## src/hw/rtl/ospt_pkg.sv

```systemverilog
`default_nettype none

package ospt_pkg;

    // Default elapsed/duration time width in bits
    localparam int TIME_WIDTH_DEF = 32;

    // Field widths of the stream and configuration ports
    localparam int OPCODE_W   = 3;
    localparam int TICKS_W    = 32;
    localparam int PROG_W     = 17;
    localparam int FRAC_BITS  = 16;
    localparam int S_DATA_W   = 40;
    localparam int M_DATA_W   = 104;
    localparam int CFG_IDX_W  = 1;
    localparam int CFG_DATA_W = 32;

    // 1.0 in Q1.16
    localparam logic [PROG_W-1:0] Q_ONE = 17'h10000;

    // Configuration register indexes
    localparam logic [CFG_IDX_W-1:0] CFG_DURATION  = 1'b0;
    localparam logic [CFG_IDX_W-1:0] CFG_LOOP_MODE = 1'b1;

    typedef enum logic [OPCODE_W-1:0] {
        OP_TICK   = 3'd0,
        OP_START  = 3'd1,
        OP_STOP   = 3'd2,
        OP_RESET  = 3'd3,
        OP_PAUSE  = 3'd4,
        OP_RESUME = 3'd5
    } opcode_t;

    typedef enum logic [1:0] {
        RUN_STOPPED  = 2'd0,
        RUN_RUNNING  = 2'd1,
        RUN_PAUSED   = 2'd2,
        RUN_FINISHED = 2'd3
    } run_state_t;

    // Sequencer states
    typedef enum logic [2:0] {
        SEQ_IDLE,
        SEQ_MOD,
        SEQ_CHECK,
        SEQ_FRAC,
        SEQ_EMIT
    } seq_state_t;

    // Divider control: start pulse and operation select
    typedef struct packed {
        logic start;
        logic frac_mode;
    } div_ctrl_t;

endpackage

`default_nettype wire

```

## src/hw/rtl/ospt_divider.sv

```systemverilog
`default_nettype none

// Shared restoring divider, one quotient bit per cycle.
// Modulo mode: rem = num % den after W steps.
// Fraction mode (num < den): quot = floor(num * 2^16 / den) after 16 steps.
module ospt_divider #(
    parameter int W = ospt_pkg::TIME_WIDTH_DEF
) (
    input  wire                                  clk,
    input  wire                                  rst_n,
    input  wire ospt_pkg::div_ctrl_t             ctrl,
    input  wire logic [W-1:0]                    num,
    input  wire logic [W-1:0]                    den,
    output logic                                 done,
    output logic [W-1:0]                         rem,
    output logic [ospt_pkg::FRAC_BITS-1:0]       quot
);

    localparam int ITER_MAX = (W > ospt_pkg::FRAC_BITS) ? W : ospt_pkg::FRAC_BITS;
    localparam int CNT_W    = $clog2(ITER_MAX + 1);

    logic                              busy_reg;
    logic                              done_reg;
    logic [CNT_W-1:0]                  cnt_reg;
    logic [W-1:0]                      rem_reg;
    logic [W-1:0]                      shf_reg;
    logic [ospt_pkg::FRAC_BITS-1:0]    quot_reg;

    logic [W:0]                        trial;
    logic [W:0]                        diff;
    logic                              ge;
    logic [W-1:0]                      rem_step;

    // One restoring step: shift in next dividend bit, subtract if it fits
    always_comb
    begin
        trial    = {rem_reg, shf_reg[W-1]};
        diff     = trial - {1'b0, den};
        ge       = (trial >= {1'b0, den});
        rem_step = ge ? diff[W-1:0] : trial[W-1:0];
    end

    // Control
    always_ff @(posedge clk or negedge rst_n)
    begin
        if (!rst_n)
        begin
            busy_reg <= 1'b0;
            done_reg <= 1'b0;
            cnt_reg  <= '0;
        end
        else if (ctrl.start)
        begin
            busy_reg <= 1'b1;
            done_reg <= 1'b0;
            cnt_reg  <= ctrl.frac_mode ? CNT_W'(ospt_pkg::FRAC_BITS) : CNT_W'(W);
        end
        else if (busy_reg)
        begin
            cnt_reg <= cnt_reg - CNT_W'(1);
            if (cnt_reg == CNT_W'(1))
            begin
                busy_reg <= 1'b0;
                done_reg <= 1'b1;
            end
        end
        else
        begin
            done_reg <= 1'b0;
        end
    end

    // Datapath
    always_ff @(posedge clk)
    begin
        if (ctrl.start)
        begin
            rem_reg  <= ctrl.frac_mode ? num : '0;
            shf_reg  <= ctrl.frac_mode ? '0 : num;
            quot_reg <= '0;
        end
        else if (busy_reg)
        begin
            rem_reg  <= rem_step;
            shf_reg  <= {shf_reg[W-2:0], 1'b0};
            quot_reg <= {quot_reg[ospt_pkg::FRAC_BITS-2:0], ge};
        end
    end

    assign done = done_reg;
    assign rem  = rem_reg;
    assign quot = quot_reg;

endmodule

`default_nettype wire

```

## src/hw/rtl/one_shot_periodic_timer_core.sv

```systemverilog
`default_nettype none

// One-shot / periodic timer. Each command on the input stream (tick, start,
// stop, reset, pause, resume) yields exactly one status transaction on the
// output stream: run state, elapsed and remaining ticks, Q1.16 progress and
// its complement, and the finished/looped flags. All division goes through
// one shared restoring divider that retires one bit per cycle. A command
// occupies the core from acceptance until the next command can be accepted.
// Progress is set to 1.0 directly when it is trivial (duration zero or
// elapsed at or past the duration); otherwise the Q0.16 fraction is
// computed, and when a looping tick wraps the modulo runs first. A previous
// status still waiting in the output register holds the command until the
// register is free. Input is not accepted while a command is in progress; a
// finished status waits in the output register without holding up the next
// command. Configuration writes are taken every cycle.
module one_shot_periodic_timer_core #(
    parameter int TIME_WIDTH = ospt_pkg::TIME_WIDTH_DEF
) (
    input  wire                                   clk,
    input  wire                                   rst_n,
    // opcode[2:0], delta[34:3], zero pad [39:35]
    input  wire logic [ospt_pkg::S_DATA_W-1:0]    s_tdata,
    input  wire                                   s_tvalid,
    output logic                                  s_tready,
    // run_state[1:0], elapsed[33:2], remaining[65:34], progress[82:66],
    // reverse_progress[99:83], finished_flag[100], looped_flag[101], pad [103:102]
    output logic [ospt_pkg::M_DATA_W-1:0]         m_tdata,
    output logic                                  m_tvalid,
    input  wire                                   m_tready,
    input  wire logic [ospt_pkg::CFG_IDX_W-1:0]   cfg_index,
    input  wire logic [ospt_pkg::CFG_DATA_W-1:0]  cfg_data,
    input  wire                                   cfg_valid,
    output logic                                  cfg_ready
);

    localparam int TW = TIME_WIDTH;

    // Configuration
    logic [ospt_pkg::TICKS_W-1:0] duration_reg;
    logic                         loop_mode_reg;

    // Timer state
    ospt_pkg::run_state_t         run_state_reg, run_state_next;
    logic [TW-1:0]                elapsed_reg, elapsed_next;
    logic                         finished_reg, finished_next;
    logic                         looped_reg, looped_next;
    logic [ospt_pkg::PROG_W-1:0]  prog_reg, prog_next;

    // Sequencer
    ospt_pkg::seq_state_t         seq_reg, seq_next;

    // Output register
    logic                         m_tvalid_reg;
    logic [ospt_pkg::M_DATA_W-1:0] m_tdata_reg;

    // Divider interface
    ospt_pkg::div_ctrl_t          div_ctrl;
    logic [TW-1:0]                div_num;
    logic                         div_done;
    logic [TW-1:0]                div_rem;
    logic [ospt_pkg::FRAC_BITS-1:0] div_quot;

    logic                         s_accept;
    logic                         out_free;
    ospt_pkg::opcode_t            opcode;
    logic [TW-1:0]                delta_tw;
    logic [TW-1:0]                dur_tw;
    logic [TW:0]                  sum_raw;
    logic [TW-1:0]                sum_sat;
    logic                         tick_run;
    logic                         tick_hit;
    logic                         tick_wrap;
    logic                         need_frac;
    logic [TW-1:0]                remaining_tw;
    logic [ospt_pkg::PROG_W-1:0]  rev_prog;

    assign s_tready  = (seq_reg == ospt_pkg::SEQ_IDLE);
    assign s_accept  = s_tvalid && s_tready;
    assign out_free  = !m_tvalid_reg || m_tready;
    assign cfg_ready = 1'b1;

    // Field unpacking and tick arithmetic
    always_comb
    begin
        opcode    = ospt_pkg::opcode_t'(s_tdata[ospt_pkg::OPCODE_W-1:0]);
        delta_tw  = TW'(s_tdata[ospt_pkg::OPCODE_W +: ospt_pkg::TICKS_W]);
        dur_tw    = TW'(duration_reg);
        sum_raw   = {1'b0, elapsed_reg} + {1'b0, delta_tw};
        sum_sat   = sum_raw[TW] ? {TW{1'b1}} : sum_raw[TW-1:0];
        tick_run  = (opcode == ospt_pkg::OP_TICK) && (run_state_reg == ospt_pkg::RUN_RUNNING);
        tick_hit  = tick_run && (sum_sat >= dur_tw);
        tick_wrap = tick_hit && loop_mode_reg && (dur_tw != '0);
        need_frac = (dur_tw != '0) && (elapsed_reg < dur_tw);
    end

    // Sequencer next state
    always_comb
    begin
        seq_next = seq_reg;
        unique case (seq_reg)
            ospt_pkg::SEQ_IDLE:
            begin
                if (s_accept)
                    seq_next = tick_wrap ? ospt_pkg::SEQ_MOD : ospt_pkg::SEQ_CHECK;
            end
            ospt_pkg::SEQ_MOD:
            begin
                if (div_done)
                    seq_next = ospt_pkg::SEQ_CHECK;
            end
            ospt_pkg::SEQ_CHECK:
            begin
                seq_next = need_frac ? ospt_pkg::SEQ_FRAC : ospt_pkg::SEQ_EMIT;
            end
            ospt_pkg::SEQ_FRAC:
            begin
                if (div_done)
                    seq_next = ospt_pkg::SEQ_EMIT;
            end
            ospt_pkg::SEQ_EMIT:
            begin
                if (out_free)
                    seq_next = ospt_pkg::SEQ_IDLE;
            end
            default:
            begin
                seq_next = ospt_pkg::SEQ_IDLE;
            end
        endcase
    end

    // Sequencer outputs: command effects, divider control, progress
    always_comb
    begin
        run_state_next     = run_state_reg;
        elapsed_next       = elapsed_reg;
        finished_next      = finished_reg;
        looped_next        = looped_reg;
        prog_next          = prog_reg;
        div_ctrl.start     = 1'b0;
        div_ctrl.frac_mode = 1'b0;
        div_num            = elapsed_reg;

        unique case (seq_reg)
            ospt_pkg::SEQ_IDLE:
            begin
                if (s_accept)
                begin
                    priority case (opcode)
                        ospt_pkg::OP_TICK:
                        begin
                            if (tick_run)
                            begin
                                finished_next = tick_hit;
                                looped_next   = tick_wrap;
                                elapsed_next  = sum_sat;
                                if (tick_wrap)
                                begin
                                    div_ctrl.start = 1'b1;
                                    div_num        = sum_sat;
                                end
                                else if (tick_hit)
                                begin
                                    elapsed_next   = dur_tw;
                                    run_state_next = ospt_pkg::RUN_FINISHED;
                                end
                            end
                        end
                        ospt_pkg::OP_START:
                        begin
                            elapsed_next   = '0;
                            finished_next  = 1'b0;
                            looped_next    = 1'b0;
                            run_state_next = ospt_pkg::RUN_RUNNING;
                        end
                        ospt_pkg::OP_STOP:
                        begin
                            finished_next  = 1'b0;
                            looped_next    = 1'b0;
                            run_state_next = ospt_pkg::RUN_STOPPED;
                        end
                        ospt_pkg::OP_RESET:
                        begin
                            elapsed_next   = '0;
                            finished_next  = 1'b0;
                            looped_next    = 1'b0;
                            run_state_next = ospt_pkg::RUN_STOPPED;
                        end
                        ospt_pkg::OP_PAUSE:
                        begin
                            if (run_state_reg == ospt_pkg::RUN_RUNNING)
                                run_state_next = ospt_pkg::RUN_PAUSED;
                        end
                        ospt_pkg::OP_RESUME:
                        begin
                            if ((run_state_reg == ospt_pkg::RUN_PAUSED) &&
                                (elapsed_reg < dur_tw))
                            begin
                                run_state_next = ospt_pkg::RUN_RUNNING;
                                finished_next  = 1'b0;
                                looped_next    = 1'b0;
                            end
                        end
                        default:
                        begin
                            // unused opcodes: report status only
                        end
                    endcase
                end
            end
            ospt_pkg::SEQ_MOD:
            begin
                if (div_done)
                    elapsed_next = div_rem;
            end
            ospt_pkg::SEQ_CHECK:
            begin
                if (need_frac)
                begin
                    div_ctrl.start     = 1'b1;
                    div_ctrl.frac_mode = 1'b1;
                end
                else
                begin
                    prog_next = ospt_pkg::Q_ONE;
                end
            end
            ospt_pkg::SEQ_FRAC:
            begin
                if (div_done)
                    prog_next = {1'b0, div_quot};
            end
            ospt_pkg::SEQ_EMIT:
            begin
            end
            default:
            begin
            end
        endcase
    end

    // Status fields for the output transaction
    always_comb
    begin
        remaining_tw = (elapsed_reg < dur_tw) ? (dur_tw - elapsed_reg) : '0;
        rev_prog     = ospt_pkg::Q_ONE - prog_reg;
    end

    // State and configuration registers
    always_ff @(posedge clk or negedge rst_n)
    begin
        if (!rst_n)
        begin
            seq_reg       <= ospt_pkg::SEQ_IDLE;
            run_state_reg <= ospt_pkg::RUN_STOPPED;
            elapsed_reg   <= '0;
            finished_reg  <= 1'b0;
            looped_reg    <= 1'b0;
            duration_reg  <= '0;
            loop_mode_reg <= 1'b0;
            m_tvalid_reg  <= 1'b0;
        end
        else
        begin
            seq_reg       <= seq_next;
            run_state_reg <= run_state_next;
            elapsed_reg   <= elapsed_next;
            finished_reg  <= finished_next;
            looped_reg    <= looped_next;

            if (cfg_valid && cfg_ready)
            begin
                unique case (cfg_index)
                    ospt_pkg::CFG_DURATION:  duration_reg  <= cfg_data;
                    ospt_pkg::CFG_LOOP_MODE: loop_mode_reg <= cfg_data[0];
                    default:                 ;
                endcase
            end

            if ((seq_reg == ospt_pkg::SEQ_EMIT) && out_free)
                m_tvalid_reg <= 1'b1;
            else if (m_tready)
                m_tvalid_reg <= 1'b0;
        end
    end

    // Payload registers
    always_ff @(posedge clk)
    begin
        prog_reg <= prog_next;
        if ((seq_reg == ospt_pkg::SEQ_EMIT) && out_free)
        begin
            m_tdata_reg <= {2'b00,
                            looped_reg,
                            finished_reg,
                            rev_prog,
                            prog_reg,
                            ospt_pkg::TICKS_W'(remaining_tw),
                            ospt_pkg::TICKS_W'(elapsed_reg),
                            run_state_reg};
        end
    end

    assign m_tvalid = m_tvalid_reg;
    assign m_tdata  = m_tdata_reg;

    // Shared divider for modulo wrap and progress fraction
    ospt_divider #(
        .W (TW)
    ) u_divider (
        .clk   (clk),
        .rst_n (rst_n),
        .ctrl  (div_ctrl),
        .num   (div_num),
        .den   (dur_tw),
        .done  (div_done),
        .rem   (div_rem),
        .quot  (div_quot)
    );

endmodule

`default_nettype wire

```

## config.mk

```make
export PLATFORM = sky130hd
export DESIGN_NAME = one_shot_periodic_timer_core
export DESIGN_NICKNAME = d
export VERILOG_FILES = /design/src/hw/rtl/ospt_pkg.sv /design/src/hw/rtl/ospt_divider.sv /design/src/hw/rtl/one_shot_periodic_timer_core.sv
export SDC_FILE = /design/constraint.sdc
export NUM_CORES = 1
export LEC_CHECK = 0
export ABC_CLOCK_PERIOD_IN_PS = 11070
export BUFFER_PORTS_ARGS = -buffer_cell sky130_fd_sc_hd__buf_2
export CAP_MARGIN = 15
export CORE_MARGIN = 2
export CORE_UTILIZATION = 50
export DETAILED_ROUTE_END_ITERATION = 10
export PLACE_DENSITY = 0.69
export SYNTH_ARGS = -nofsm -noshare
export SYNTH_HDL_FRONTEND = slang
export SYNTH_SLANG_ARGS = --single-unit
```

## constraint.sdc

```tcl
create_clock -name clk -period 11.07 [get_ports clk]
set_input_delay 0.5535 -clock clk [delete_from_list [all_inputs] [get_ports clk]]
set_output_delay 0.5535 -clock clk [all_outputs]
set_load 0.005 [all_outputs]
```

Yosys cells after proc, flatten, opt, wreduce, memory -nomap -nowiden
Cells that the tools add are included.

operators by class
  reduce and logical (&&, ||, !) cells = 29
  bitwise logic cells = 1
  add/subtract/negate cells = 5
  magnitude comparators = 3
  multiplexer cells = 59
  equal/unequal tests = 25

operator list
  kind                                                  number
  two-way mux 32 bit                                    18
  case mux 32 bit (2 select lines)                      2
  subtractor 32 bit                                     2
  two-way mux 17 bit                                    2
  case mux 17 bit (2 select lines)                      1
  adder 32 x 32 -> 33 bit                               1
  >= comparator 33 x 32 -> 1 bit                        1
  >= comparator 32 bit                                  1
  < comparator 32 bit                                   1
  nonzero test 32 bit                                   1
  two-way mux 6 bit                                     3
  subtractor 17 bit (first input constant)              1
  two-way mux 1 bit                                     16
  two-way mux 3 bit                                     5
  case mux 3 bit (5 select lines)                       1
  two-way mux 2 bit                                     7
  inequality test 2 bit (second input constant)         7
  equality test 3 x 2 -> 1 bit (second input constant)  4
  case mux 2 bit (5 select lines)                       1
  AND reduction 5 bit                                   2
  equality test 3 bit (second input constant)           3
  logical AND 1 bit                                     8
  AND reduction 8 bit                                   1
  nonzero test 2 bit                                    4
  other kinds (21)                                      29

storage, ports and cells
  input port bits = 78
  logic and storage cells = 139
  register bits = 280
  output and inout port bits = 107

Logic depth before layout (Yosys ltp)
Gate-level depths: netlist of run 1.

  depth after elaboration = 13
  gate-level depth with buffers = 23
  depth with buffers taken out = 20

By module
A second synthesis of run 1 with hierarchy kept.

unflattened totals
  cells, all modules = 1989
  area, all modules = 18814.3 um^2

modules (own cells, without submodules)
  module                        area an instance (um^2)  cells an instance  instances  seq. area each (um^2)
  one_shot_periodic_timer_core  12729.7                  1353               1          5370.2
  ospt_divider                  6084.6                   636                1          2442.3

Worst setup path before layout of run 1
No wires, ideal clock.

  path type = input to register
  start point = input s_tdata[3] in the netlist's numbering
  end point = register u_divider.rem_reg[0], in the netlist u_divider.rem[0], enable pin
  stages = 21
  arrival = 5.856 ns
  path buffers = 3
  path slack = 4.791 ns
  required time = 10.646 ns
  setup time = 0.424 ns
  cell sequence = ha_1 > fa_1 > a211oi_1 > o211ai_1 > nand3_1 > nand2_1 > a21bo_2 > a21o_1 > buf_6 > a31o_2 > ha_1 > nand4_1 > o21ai_1 > a21oi_1 > a2111oi_0 > o41ai_2 > a211o_1 > and2_1 > buf_4 > buf_4 > nand2_1

between the ends
  longest elaborated chain between the ends = 12

ends and longest elaborated chain
  item                             line                                 RTL
  start, declared                  one_shot_periodic_timer_core.sv:22   input wire logic [ospt_pkg::S_DATA_W-1:0] s_tdata,
  adder 32 x 32 -> 33 bit          one_shot_periodic_timer_core.sv:88   sum_raw = {1'b0, elapsed_reg} + {1'b0, delta_tw};
  two-way mux 32 bit               one_shot_periodic_timer_core.sv:89   sum_sat = sum_raw[TW] ? {TW{1'b1}} : sum_raw[TW-1:0];
  >= comparator 32 bit             one_shot_periodic_timer_core.sv:91   tick_hit = tick_run && (sum_sat >= dur_tw);
  logical AND 1 bit                one_shot_periodic_timer_core.sv:91
  logical AND 1 bit (2 in a row)   one_shot_periodic_timer_core.sv:92   tick_wrap = tick_hit && loop_mode_reg && (dur_tw != '0);
  two-way mux 1 bit                one_shot_periodic_timer_core.sv:157  if (tick_wrap)
  two-way mux 1 bit                one_shot_periodic_timer_core.sv:152  if (tick_run)
  two-way mux 1 bit                one_shot_periodic_timer_core.sv:149  priority case (opcode)
  two-way mux 1 bit                one_shot_periodic_timer_core.sv:147  if (s_accept)
  case mux 1 bit (2 select lines)  one_shot_periodic_timer_core.sv:144  unique case (seq_reg)
  nonzero test 2 bit (no line)     n/a
  end signal, assigned             ospt_divider.sv:78                   rem_reg <= ctrl.frac_mode ? num : '0;
  end signal, assigned             ospt_divider.sv:84                   rem_reg <= rem_step;
  end, declared                    ospt_divider.sv:25                   logic [W-1:0] rem_reg;

Every way passes these cells.
A chain may end at the register's enable or synchronous reset.

Final worst setup path of run 1
  start point = register elapsed_reg[0]
  end point = register u_divider.shf_reg[30], enable pin

between the ends
  longest elaborated chain between the ends = 12
  elaborated cells on any way between the ends = 15
  those cells by class = add/sub (1); order compare (2); mux (7); reduce/logical (5)

ends and longest elaborated chain
  item                                 line                                 RTL
  start, declared                      one_shot_periodic_timer_core.sv:44   logic [TW-1:0] elapsed_reg, elapsed_next;
  start signal, assigned               one_shot_periodic_timer_core.sv:267  elapsed_reg <= elapsed_next;
  adder 32 x 32 -> 33 bit              one_shot_periodic_timer_core.sv:88
  two-way mux 32 bit                   one_shot_periodic_timer_core.sv:89
  >= comparator 32 bit                 one_shot_periodic_timer_core.sv:91
  logical AND 1 bit                    one_shot_periodic_timer_core.sv:91
  logical AND 1 bit (2 in a row)       one_shot_periodic_timer_core.sv:92
  two-way mux 1 bit                    one_shot_periodic_timer_core.sv:157
  two-way mux 1 bit                    one_shot_periodic_timer_core.sv:152
  two-way mux 1 bit                    one_shot_periodic_timer_core.sv:149
  two-way mux 1 bit                    one_shot_periodic_timer_core.sv:147
  case mux 1 bit (2 select lines) (*)  one_shot_periodic_timer_core.sv:144
  nonzero test 2 bit (no line) (*)     n/a
  end signal, assigned                 ospt_divider.sv:79                   shf_reg <= ctrl.frac_mode ? '0 : num;
  end signal, assigned                 ospt_divider.sv:85                   shf_reg <= {shf_reg[W-2:0], 1'b0};
  end, declared                        ospt_divider.sv:26                   logic [W-1:0] shf_reg;

Mark *: on every way between the ends. The rest lies on a longest branch, timed or not.

==> summary.txt, run 1 <==
Route
  – Via count: 14600
  – DRT Wirelength: 48700 microns
  – Initial drt markers: 1340
  – Mean routed wirelength per cell: 19.7 microns
  – Final ANT Viol Nets: 0
  – Drt first pass iters: 6
  – Via density: 5.90
  – DRC errors left: 0

Critical path
  – CP cell instances: ha_1 -> fa_1 -> a211oi_1 -> o211ai_1 -> nand3_1 -> nand2_1 -> a21bo_2 -> a21o_1 -> a31o_2 -> ha_1 -> nand4_1 -> o21ai_1 -> a21oi_1 -> a2111oi_0 -> o41ai_2 -> a211o_1 -> buf_4 -> and2_1 -> nand2_4
  – Nature of the critical path endpoint: register
  – CP max-delay cell: a2111oi_0
  – Worst EP required: 11.20 ns
  – Worst R2R Path Depth: 19
  – CP arrival: 6.83 ns
  – CP startpoint kind: register
  – Crit Path Max Fanout: 64
  – Most Frequent Cell on Critical Path: ha_1
  – CP peak stage delay: 0.72 ns
  – Crit Path Class: reg2reg

Power and ir drop
  – Final total power: 5.29 mW
  – PwrDens: 263 nW/um^2
  – Clk pwr share: 0.205
  – Sw Ratio: 0.425
  – Register share of total power: 0.301
  – Leakage: 8.62 nW
  – Sw power: 2.25 mW
  – Combinational share of power: 0.495
  – VDD IR-drop max: 0.147 mV
  – Power Internal: 3.04 mW

Global route
  – Total grt overflow: 0
  – Largest net degree at the start of global routing: 82
  – Initial antenna violation count: 0
  – Global-route wire length before repair: 75300 microns
  – Vias in the first global route: 13700
  – Gr usage total: 0.262

Logic synthesis
  – Predominant post-synthesis flop cell: edfxtp_1
  – Seq/Total Area, Yosys: 0.440
  – Mapped Cells: 1832
  – Syn Std Cell Area: 17800 sq um
  – Adder-Cell Fraction of Synth Area: 0.0956
  – Multiplexer share of the synthesized area: 0.0304
  – Synth warnings: 0
  – EDFF count, synth: 182
  – Top cell type's share of synthesized area: 0.308
  – XOR/XNOR share of the synthesized area: 0.0439
  – Most area-consuming cells after synthesis: edfxtp_1, dfrtp_1, ha_1
  – Compound-Gate Fraction of Synth Area: 0.208
  – Synth Area in Simple Gates: 0.137
  – Flops & latches, synth: 279
  – Syn_area_per_cell: 9.70 sq um
  – Post-synth ARST share: 0.290
  – Largest family of logic cells by synthesized area: compound AO/OA/AOI/OAI gates
  – Unique masters post-synth: 87
  – Top cell type by total area after synthesis: edfxtp_1

Timing
  – Minimum clock period: 6.70 ns
  – Relative slew slack: 0.283
  – Period utilization: 0.605
  – Hold WS: 0.00567 ns
  – Clock Skew: 0.0279 ns
  – RSZ-0062 raised after global routing: false
  – Setup TNS: 0 ns
  – Hold Vio Cnt, Final: 0
  – Max Fclk: 0.149 GHz
  – Final setup viols: 0
  – Slew Limit Fails: 0
  – Worst slew pin tran: 1.08 ns

CTS
  – Reg clk slew, reported paths: 0.06 ns
  – Root Driver: clkbuf_16
  – Setup bufs post-CTS: 0
  – # clock sinks: 279
  – H-tree depth: 2
  – TritonCTS buffer count: 34
  – CTS tree: yes
  – Clock Latency Late Sink: 0.54 ns
  – # resized after CTS: 0
  – Hold buffer count at cts: 0
  – CTS Buffer Depth: 3

Placement
  – Gp weighted congestion: 0.901
  – Port buffer count: 176
  – DP HPWL: 36600 microns

Die
  – Rows: 69
  – Core area: 35300 sq um
  – Die X: 192 microns
  – Die ar.: 37100 sq um
  – Initial Util: 0.503
  – Io pins: 185
  – Die height: 192 microns

Outcome
  – Status: finished, final reports clean

Cells and area
  – Layout cell share with drive strength beyond 1: 0.145
  – Max reg flops: 101
  – Fill cells: 3090
  – Syn-to-layout area delta: 13.3%
  – N_diodes: 0
  – Fin nets: 2196

Run
  – Max-Cap Viols: 0

Worst hold path
  – Worst Hold Class: in2async
-- cell usage after synthesis (20+ instances only) --
cell	n
nand2_1	183
and3_1	26
mux2i_1	45
xnor2_1	57
nand3_1	28
o21ai_0	144
xor2_1	32
clkbuf_1	46
a22o_1	23
nor2_1	142
o21a_1	20
dfrtp_1	81
a21o_1	52
nor3_1	35
a21oi_1	134
ha_1	131
inv_1	116
edfxtp_1	182
-- per-stage QoR --
stage               area (sq um)  utilization  worst slack [ns]  std cells
global placement           19000        0.538              4.50       2407
floorplan                  17800            -              4.79       1833
detailed placement         19000        0.538              4.35       2407
CTS                        20100        0.569              4.44       2468
global route               20100        0.570              4.04       2470
finish                     20100        0.570              4.37       2470
-- critical path, delay by kind of cell (launching register included) --
kind	cells	cell delay, ns
AOI/OAI and AO/OA	10	3.06
DFF	1	0.51
and+or+nand+nor	5	1.35
adders and majority gates	3	1.04
buffers and inverters	1	0.26
-- area by class of cell --
cell class | count | area, sq um | share of cell area
Inverter | 116 | 435 | 0.0216
Multi-Input combinational cell | 1362 | 9180 | 0.456
Timing Repair Buffer | 191 | 1040 | 0.0515
Sequential cell | 279 | 7810 | 0.388
Tap cell | 461 | 577 | 0.0286
Clock inverter | 19 | 149 | 0.00739
Clock buffer | 42 | 943 | 0.0469
-- routing by layer --
layer  part of all wire  global-route usage  vias up
met4              0.019              0.0634        0
met5                  0                   0        -
met1               0.49               0.405     6909
li1                   -                   -     7045
met3              0.074              0.0336       58
met2               0.42               0.388      560
-- cell families after synthesis --
group           count (synthesis)
compound gates                556
xor+xnor                       89
fa+ha+maj                     134
buf+inv                       192
flops                         279
mux                            53
other cells                     2
simple gates                  527
-- cells in the final DEF, fill, tap and decap left out, types with 36 or more instances in the layout --
master,instances
buf_2,175
a21oi_1,134
mux2i_1,45
edfxtp_1,182
nand2_1,182
a21o_1,52
nor2_1,142
clkbuf_16,36
ha_1,131
inv_1,116
dfrtp_1,81
o21ai_0,144
xnor2_1,57
-- worst paths after layout --
path,from,endpoint,slack [ns]
max in group asynchronous,rst_n,u_divider.cnt_reg[4],10.40
min in group clk,cfg_data[4],dur_tw[4],0.24
hold / removal,rst_n,elapsed_reg[1],0.006
hold reg to reg,looped_reg,m_tdata[101],0.45
setup / recovery,elapsed_reg[0],u_divider.shf_reg[30],4.37
setup reg to reg,elapsed_reg[0],u_divider.shf_reg[30],4.37
-- power groups by stage --
stage                     Combinational (mW)  Clock, mW  Sequential, mW
final                                   2.62       1.08            1.59
after CTS                               2.58       1.10            1.58
after detailed placement                2.55          0            1.60
after global placement                  2.49          0            1.60
after floorplan                         2.04          0            1.48
after global routing                    2.93       1.14            1.60
No activity file was read; power rests on OpenSTA's default activity.
==> inputs of run 2 (changes only) <==
--- a/config.mk
+++ b/config.mk
@@ -5,7 +5,7 @@
 export SDC_FILE = /design/constraint.sdc
 export NUM_CORES = 1
 export LEC_CHECK = 0
-export ABC_CLOCK_PERIOD_IN_PS = 11070
+export ABC_CLOCK_PERIOD_IN_PS = 6650
 export BUFFER_PORTS_ARGS = -buffer_cell sky130_fd_sc_hd__buf_2
 export CAP_MARGIN = 15
 export CORE_MARGIN = 2
==> constraint.sdc (replaced) <==
create_clock -name clk -period 6.65 [get_ports clk]
set_input_delay 0.3325 -clock clk [delete_from_list [all_inputs] [get_ports clk]]
set_output_delay 0.3325 -clock clk [all_outputs]
set_load 0.005 [all_outputs]
==> run 2 against run 1 <==
Sequential share of layout area is 0.92 points lower. Global-route usage is 0.42 points higher. Maximum frequency is 11% higher. Clock skew is 0.017 ns lower. Combinational power is 79% higher. Clock power is 69% higher. First-iteration DRC count is 9.8% higher. Critical path depth stayed put. Register-to-register slack worse by 3.8 ns. Sequential power is 56% higher. Die area stayed put.
==> summary.txt, run 2 (synthesis results as in run 1) <==
Outcome
  – Status: finished, final reports clean

Power and ir drop
  – Leakage: 8.86 nW (+2.8%)
  – VDD IR-drop max: 0.284 mV (+93%)
  – PwrDens: 436 nW/um^2 (+66%)

Critical path
  – Worst R2R Path Depth: 19 (unchanged)
  – Nature of the critical path endpoint: register
  – Crit Reg-Reg Endpoint: u_divider.rem[30]
  – Worst EP required: 7.00 ns (-4.20 ns)
  – CP startpoint kind: register
  – RR Startpoint: elapsed_reg[1]
  – Crit Path Max Fanout: 32 (-50%)
  – Crit Path Class: reg2reg
  – CP arrival: 6.41 ns (-0.42 ns)
  – R2r setup slk: 0.59 ns (-3.78 ns)

Die
  – Die height: 192 microns (unchanged)
  – Rows: 69 (unchanged)
  – Io pins: 185 (unchanged)
  – Initial Util: 0.503 (unchanged)
  – Die X: 192 microns (unchanged)
  – Die ar.: 37100 sq um (unchanged)
  – Core area: 35300 sq um (unchanged)

Cells and area
  – Layout cell share with drive strength beyond 1: 0.154 (+0.00902)
  – Commonest cells after routing, fill and taps aside: nand2_1, edfxtp_1, buf_2, o21ai_0, nor2_1
  – Syn-to-layout area delta: 16.1%
  – N_diodes: 0 (unchanged)
  – Max reg flops: 101 (unchanged)
  – Core Util, Final: 0.584 (+0.0138)
  – Fin nets: 2247 (+2.3%)

CTS
  – CTS tree: yes
  – Setup bufs post-CTS: 0 (unchanged)
  – Reg clk slew, reported paths: 0.06 ns (about the same)
  – # resized after CTS: 0 (unchanged)
  – # clock sinks: 279 (unchanged)
  – TritonCTS buffer count: 31 (-8.8%)
  – Clock Latency Late Sink: 0.60 ns (+0.06 ns)
  – H-tree depth: 1 (-1)
  – Root Driver: clkbuf_16
  – CTS Buffer Depth: 3 (unchanged)

Timing
  – Slew Limit Fails: 0 (unchanged)
  – Setup TNS: 0 ns (unchanged)
  – RSZ-0062 raised after global routing: false
  – Final setup viols: 0 (unchanged)
  – Clock Skew: 0.0107 ns (-0.0172 ns)
  – Period utilization: 0.911 (+0.306)
  – Max Fclk: 0.165 GHz (+11%)
  – Worst slew pin tran: 1.07 ns (-0.00240 ns)
  – Relative slew slack: 0.284 (+0.00160)
  – Minimum clock period: 6.06 ns (-0.639 ns)
  – Hold Vio Cnt, Final: 0 (unchanged)

Placement
  – Gp weighted congestion: 0.932 (+3.4%)
  – DP HPWL: 37300 microns (+2.0%)
  – Port buffer count: 176 (unchanged)

Route
  – Via count: 14800 (+1.6%)
  – Final ANT Viol Nets: 0 (unchanged)
  – Drt first pass iters: 6 (unchanged)
  – Mean routed wirelength per cell: 19.7 microns (about the same)
  – DRC errors left: 0 (unchanged)
  – Via density: 5.87 (-0.48%)
  – DRT Wirelength: 49700 microns (+2.0%)
  – Initial drt markers: 1471 (+9.8%)

Run
  – Max-Cap Viols: 0 (unchanged)

Worst hold path
  – Worst Min Path Start: cfg_data[11]
  – Hold Crit Endpoint: dur_tw[11]
  – Hold path cells: 3
  – Worst Hold Class: in2reg

Global route
  – Largest net degree at the start of global routing: 82 (unchanged)
  – Global-route wire length before repair: 76200 microns (+1.2%)
  – Vias in the first global route: 13500 (-1.3%)
  – Initial antenna violation count: 0 (unchanged)
  – Gr usage total: 0.266 (+0.00419)
  – Total grt overflow: 0 (unchanged)
==> run 2: cell types whose count changed in the layout (fill, tap and decap cells not counted), moves of 2 or more <==
cell / delta
buf_12: +4
dlygate4sd3_1: +29
clkinv_8: -2
bufinv_16: +4
inv_6: +3
buf_4: +22
clkbuf_16: -5
clkinv_1: -4
clkbuf_8: -2
==> run 2: area by class of cell <==
class                           instances  area, sq um
Clock buffer                           35          791
Tap cell                              461          577
Inverter                              116          435
Fill cell                            3040        14700
Clock inverter                         23          287
Multi-Input combinational cell       1362         9180
Timing Repair Buffer                  245         1540
Sequential cell                       279         7810
==> run 2: worst max path at each step <==
stage	start	to	cells past startpoint
after global routing	elapsed_reg[1]	u_divider.rem[30]	19
after floorplan	elapsed_reg[0]	u_divider.rem[0]	21
final	elapsed_reg[1]	u_divider.rem[30]	19
after global placement	elapsed_reg[1]	u_divider.rem[30]	19
after detailed placement	s_tdata[3]	u_divider.rem[30]	21
after CTS	elapsed_reg[1]	u_divider.rem[30]	19
==> run 2: layer usage <==
| layer | wire [microns] | global-route usage | part of all wire | up-vias |
|---|---|---|---|---|
| met1 | 23800 | 0.420 | 0.48 | 6951 |
| li1 | - | - | - | 7137 |
| met4 | 1290 | 0.0775 | 0.026 | 0 |
| met5 | 0 | 0 | 0 | - |
| met3 | 4420 | 0.0342 | 0.089 | 67 |
| met2 | 20200 | 0.378 | 0.41 | 647 |
==> run 2: metrics by stage <==
step / instance area, sq um / total power [mW] / instances / setup slack, ns / hold WS (ns)
2_1_floorplan: 17800 / 5.85 / 1833 / 0.524 / 0.0369
3_3_place_gp: 19200 / 6.96 / 2432 / 0.800 / 0.438
3_5_place_dp: 19200 / 7.07 / 2432 / 0.803 / 0.431
4_1_cts: 20600 / 8.95 / 2519 / 0.785 / 0.00142
5_1_grt: 20600 / 9.62 / 2521 / 0.398 / 0.0267
6_report: 20600 / 8.99 / 2521 / 0.592 / 0.0285
==> run 2: critical path, stage by stage (launching register included) <==
cell and delay (ns):
dfrtp_1 0.62, ha_1 0.34, a211oi_1 0.28, o21ai_0 0.24, a32oi_1 0.46, o21ai_0 0.28
a31oi_1 0.36, a21boi_0 0.17, xor2_1 0.19, nor2_1 0.15, inv_1 0.06, ha_1 0.29
nand4_1 0.20, a2111oi_0 0.68, o41ai_2 0.21, a211o_1 0.33, and2_1 0.19, buf_4 0.25
and3_1 0.21, a221o_1 0.26
==> run 2: repair_timing <==
action | CTS | global route
setup endpoints to repair | 0 | 0
hold buffers | 29 | 0
endpoints found under the hold margin | 99 | 0
==> run 2: power by group <==
part | switching (mW) | internal [mW]
registers | 0.202 | 2.28
clock network | 0.763 | 1.06
logic | 2.84 | 1.84
total | 3.80 | 5.19
==> inputs of run 3 (changes only) <==
--- a/config.mk
+++ b/config.mk
@@ -6,12 +6,11 @@
 export NUM_CORES = 1
 export LEC_CHECK = 0
 export ABC_CLOCK_PERIOD_IN_PS = 6650
-export BUFFER_PORTS_ARGS = -buffer_cell sky130_fd_sc_hd__buf_2
 export CAP_MARGIN = 15
 export CORE_MARGIN = 2
 export CORE_UTILIZATION = 50
 export DETAILED_ROUTE_END_ITERATION = 10
-export PLACE_DENSITY = 0.69
+export DONT_BUFFER_PORTS = 1
 export SYNTH_ARGS = -nofsm -noshare
 export SYNTH_HDL_FRONTEND = slang
 export SYNTH_SLANG_ARGS = --single-unit
==> run 3 against run 2 <==
Power shrank 0.65%. Critical endpoint is now u_divider.rem[6]. Combinational power is 1% lower. Critical path depth grew 1. Clock skew rose by 0.0063 ns.
==> summary.txt, run 3 (synthesis results as in run 1) <==
Outcome
  – Status: finished, final reports clean

Die
  – Die height: 192 microns (unchanged)
  – Initial Util: 0.503 (unchanged)
  – Io pins: 185 (unchanged)
  – Die X: 192 microns (unchanged)
  – Die ar.: 37100 sq um (unchanged)
  – Rows: 69 (unchanged)
  – Core area: 35300 sq um (unchanged)

Timing
  – Period utilization: 0.918 (+0.00732)
  – Minimum clock period: 6.11 ns (+0.0487 ns)
  – Final setup viols: 0 (unchanged)
  – Clock Skew: 0.0170 ns (+0.00628 ns)
  – RSZ-0062 raised after global routing: false
  – Setup TNS: 0 ns (unchanged)
  – Max Fclk: 0.164 GHz (-0.80%)
  – Final setup margin: 0.543 ns (-0.0487 ns)
  – Hold Vio Cnt, Final: 0 (unchanged)
  – Relative slew slack: 0.271 (-0.0131)
  – Slew Limit Fails: 0 (unchanged)
  – Worst slew pin tran: 1.09 ns (+0.0197 ns)

CTS
  – Clock Latency Late Sink: 0.52 ns (-0.08 ns)
  – # clock sinks: 279 (unchanged)
  – Root Driver: clkbuf_16
  – Setup bufs post-CTS: 0 (unchanged)
  – H-tree depth: 2 (+1)
  – Reg clk slew, reported paths: 0.06 ns (about the same)
  – TritonCTS buffer count: 34 (+9.7%)
  – CTS Buffer Depth: 3 (unchanged)
  – CTS tree: yes

Global route
  – Global-route wire length before repair: 75300 microns (-1.1%)
  – Initial antenna violation count: 0 (unchanged)
  – Largest net degree at the start of global routing: 82 (unchanged)
  – Gr usage total: 0.266 (-0.000576)
  – Vias in the first global route: 13100 (-3.2%)
  – Total grt overflow: 0 (unchanged)

Route
  – Initial drt markers: 1208 (-18%)
  – Mean routed wirelength per cell: 21.1 microns (+7.0%)
  – Via density: 5.99 (+2.0%)
  – Final ANT Viol Nets: 0 (unchanged)
  – DRC errors left: 0 (unchanged)
  – Via count: 14100 (-5.0%)
  – DRT Wirelength: 49400 microns (-0.41%)
  – Drt first pass iters: 7 (+1)

Cells and area
  – Syn-to-layout area delta: 11.0%
  – Max reg flops: 101 (unchanged)
  – Layout cell share with drive strength beyond 1: 0.0737 (-0.0807)
  – N_diodes: 0 (unchanged)
  – Commonest cells after routing, fill and taps aside: nand2_1, edfxtp_1, o21ai_0, nor2_1, a21oi_1
  – Fin nets: 2073 (-7.7%)

Placement
  – Pre-CTS setup slack: 0.740 ns (-0.0624 ns)
  – Port buffer count: 0 (-100%)
  – Gp weighted congestion: 0.933 (+0.14%)
  – DP HPWL: 37100 microns (-0.50%)

Power and ir drop
  – PwrDens: 453 nW/um^2 (+3.9%)
  – VDD IR-drop max: 0.282 mV (-0.73%)
  – Leakage: 8.12 nW (-8.4%)

Critical path
  – Nature of the critical path endpoint: register
  – R2r setup slk: 0.54 ns (-0.05 ns)
  – CP startpoint kind: register
  – Worst EP required: 6.82 ns (-0.18 ns)
  – Crit Path Class: reg2reg
  – Worst R2R Path Depth: 20 (+1)
  – Crit Path Max Fanout: 64 (+100%)
  – CP arrival: 6.28 ns (-0.13 ns)

Worst hold path
  – Hold path cells: 2 (-1)
  – Worst Hold Class: in2reg

Run
  – Max-Cap Viols: 0 (unchanged)
-- run 3: worst paths after layout --
| path | end | startpoint |
|---|---|---|
| worst max-delay path | u_divider.rem[6] | elapsed_reg[0] |
| worst min-delay path | dur_tw[21] | cfg_data[21] |
| worst max register to register | u_divider.rem[6] | elapsed_reg[0] |
| worst min register to register | m_tdata[82] | prog_reg[16] |
| max in group asynchronous | elapsed_reg[6] | rst_n |
| min in group asynchronous | dur_tw[29] | rst_n |
-- run 3: metal layers --
metal	track usage	wire length (microns)
met1	0.424	24900
met2	0.370	19800
met3	0.0444	3810
met4	0.0614	926
met5	0	0
-- run 3: stage by stage --
| step | utilization | hold WS, ns | power [mW] | instances | instance area [sq um] |
|---|---|---|---|---|---|
| after floorplan | - | 0.0369 | 5.85 | 1833 | 17800 |
| after global placement | 0.518 | 0.0410 | 6.95 | 2255 | 18300 |
| after detailed placement | 0.518 | 0.0445 | 7.03 | 2255 | 18300 |
| after CTS | 0.559 | 0.00174 | 8.92 | 2347 | 19700 |
| after global routing | 0.559 | 0.0197 | 9.60 | 2347 | 19700 |
| final | 0.559 | 0.0279 | 8.93 | 2347 | 19700 |
-- run 3: critical path, stage by stage, from the launching register on --
cell	delay, ns
dfrtp_1	0.42
ha_1	0.25
fa_1	0.43
a211oi_1	0.39
o211ai_1	0.22
nand3_1	0.17
nand2_1	0.15
a21bo_2	0.27
a21oi_2	0.40
buf_4	0.30
nand2_1	0.14
ha_1	0.32
nand4_1	0.11
o21ai_1	0.15
a21oi_1	0.05
a2111oi_0	0.66
o41ai_2	0.23
a211o_1	0.36
and2_1	0.23
nand2_2	0.11
buf_12	0.32
-- run 3: where the power goes --
| part | switching, mW | leakage, nW | total [mW] | internal [mW] |
|---|---|---|---|---|
| sequential | 0.209 | 2.76 | 2.49 | 2.28 |
| clock | 0.730 | 0.531 | 1.82 | 1.09 |
| combinational | 2.82 | 4.82 | 4.62 | 1.81 |
| total | 3.76 | 8.12 | 8.93 | 5.18 |
-- run 3: area by class of cell --
cell class	count	area, sq um
clock buffer	52	1010
clock inverter	9	77.6
fill	3134	15600
inverter	116	435
multi-input combinational	1362	9180
sequential	279	7810
tap	461	577
timing repair buffer	68	631
-- run 3: what timing repair did --
| action | 4_1_cts | 5_1_grt |
|---|---|---|
| hold buffers | 31 | 0 |
| hold endpoints to repair | 111 | 0 |
| gates resized for setup | 0 | 0 |
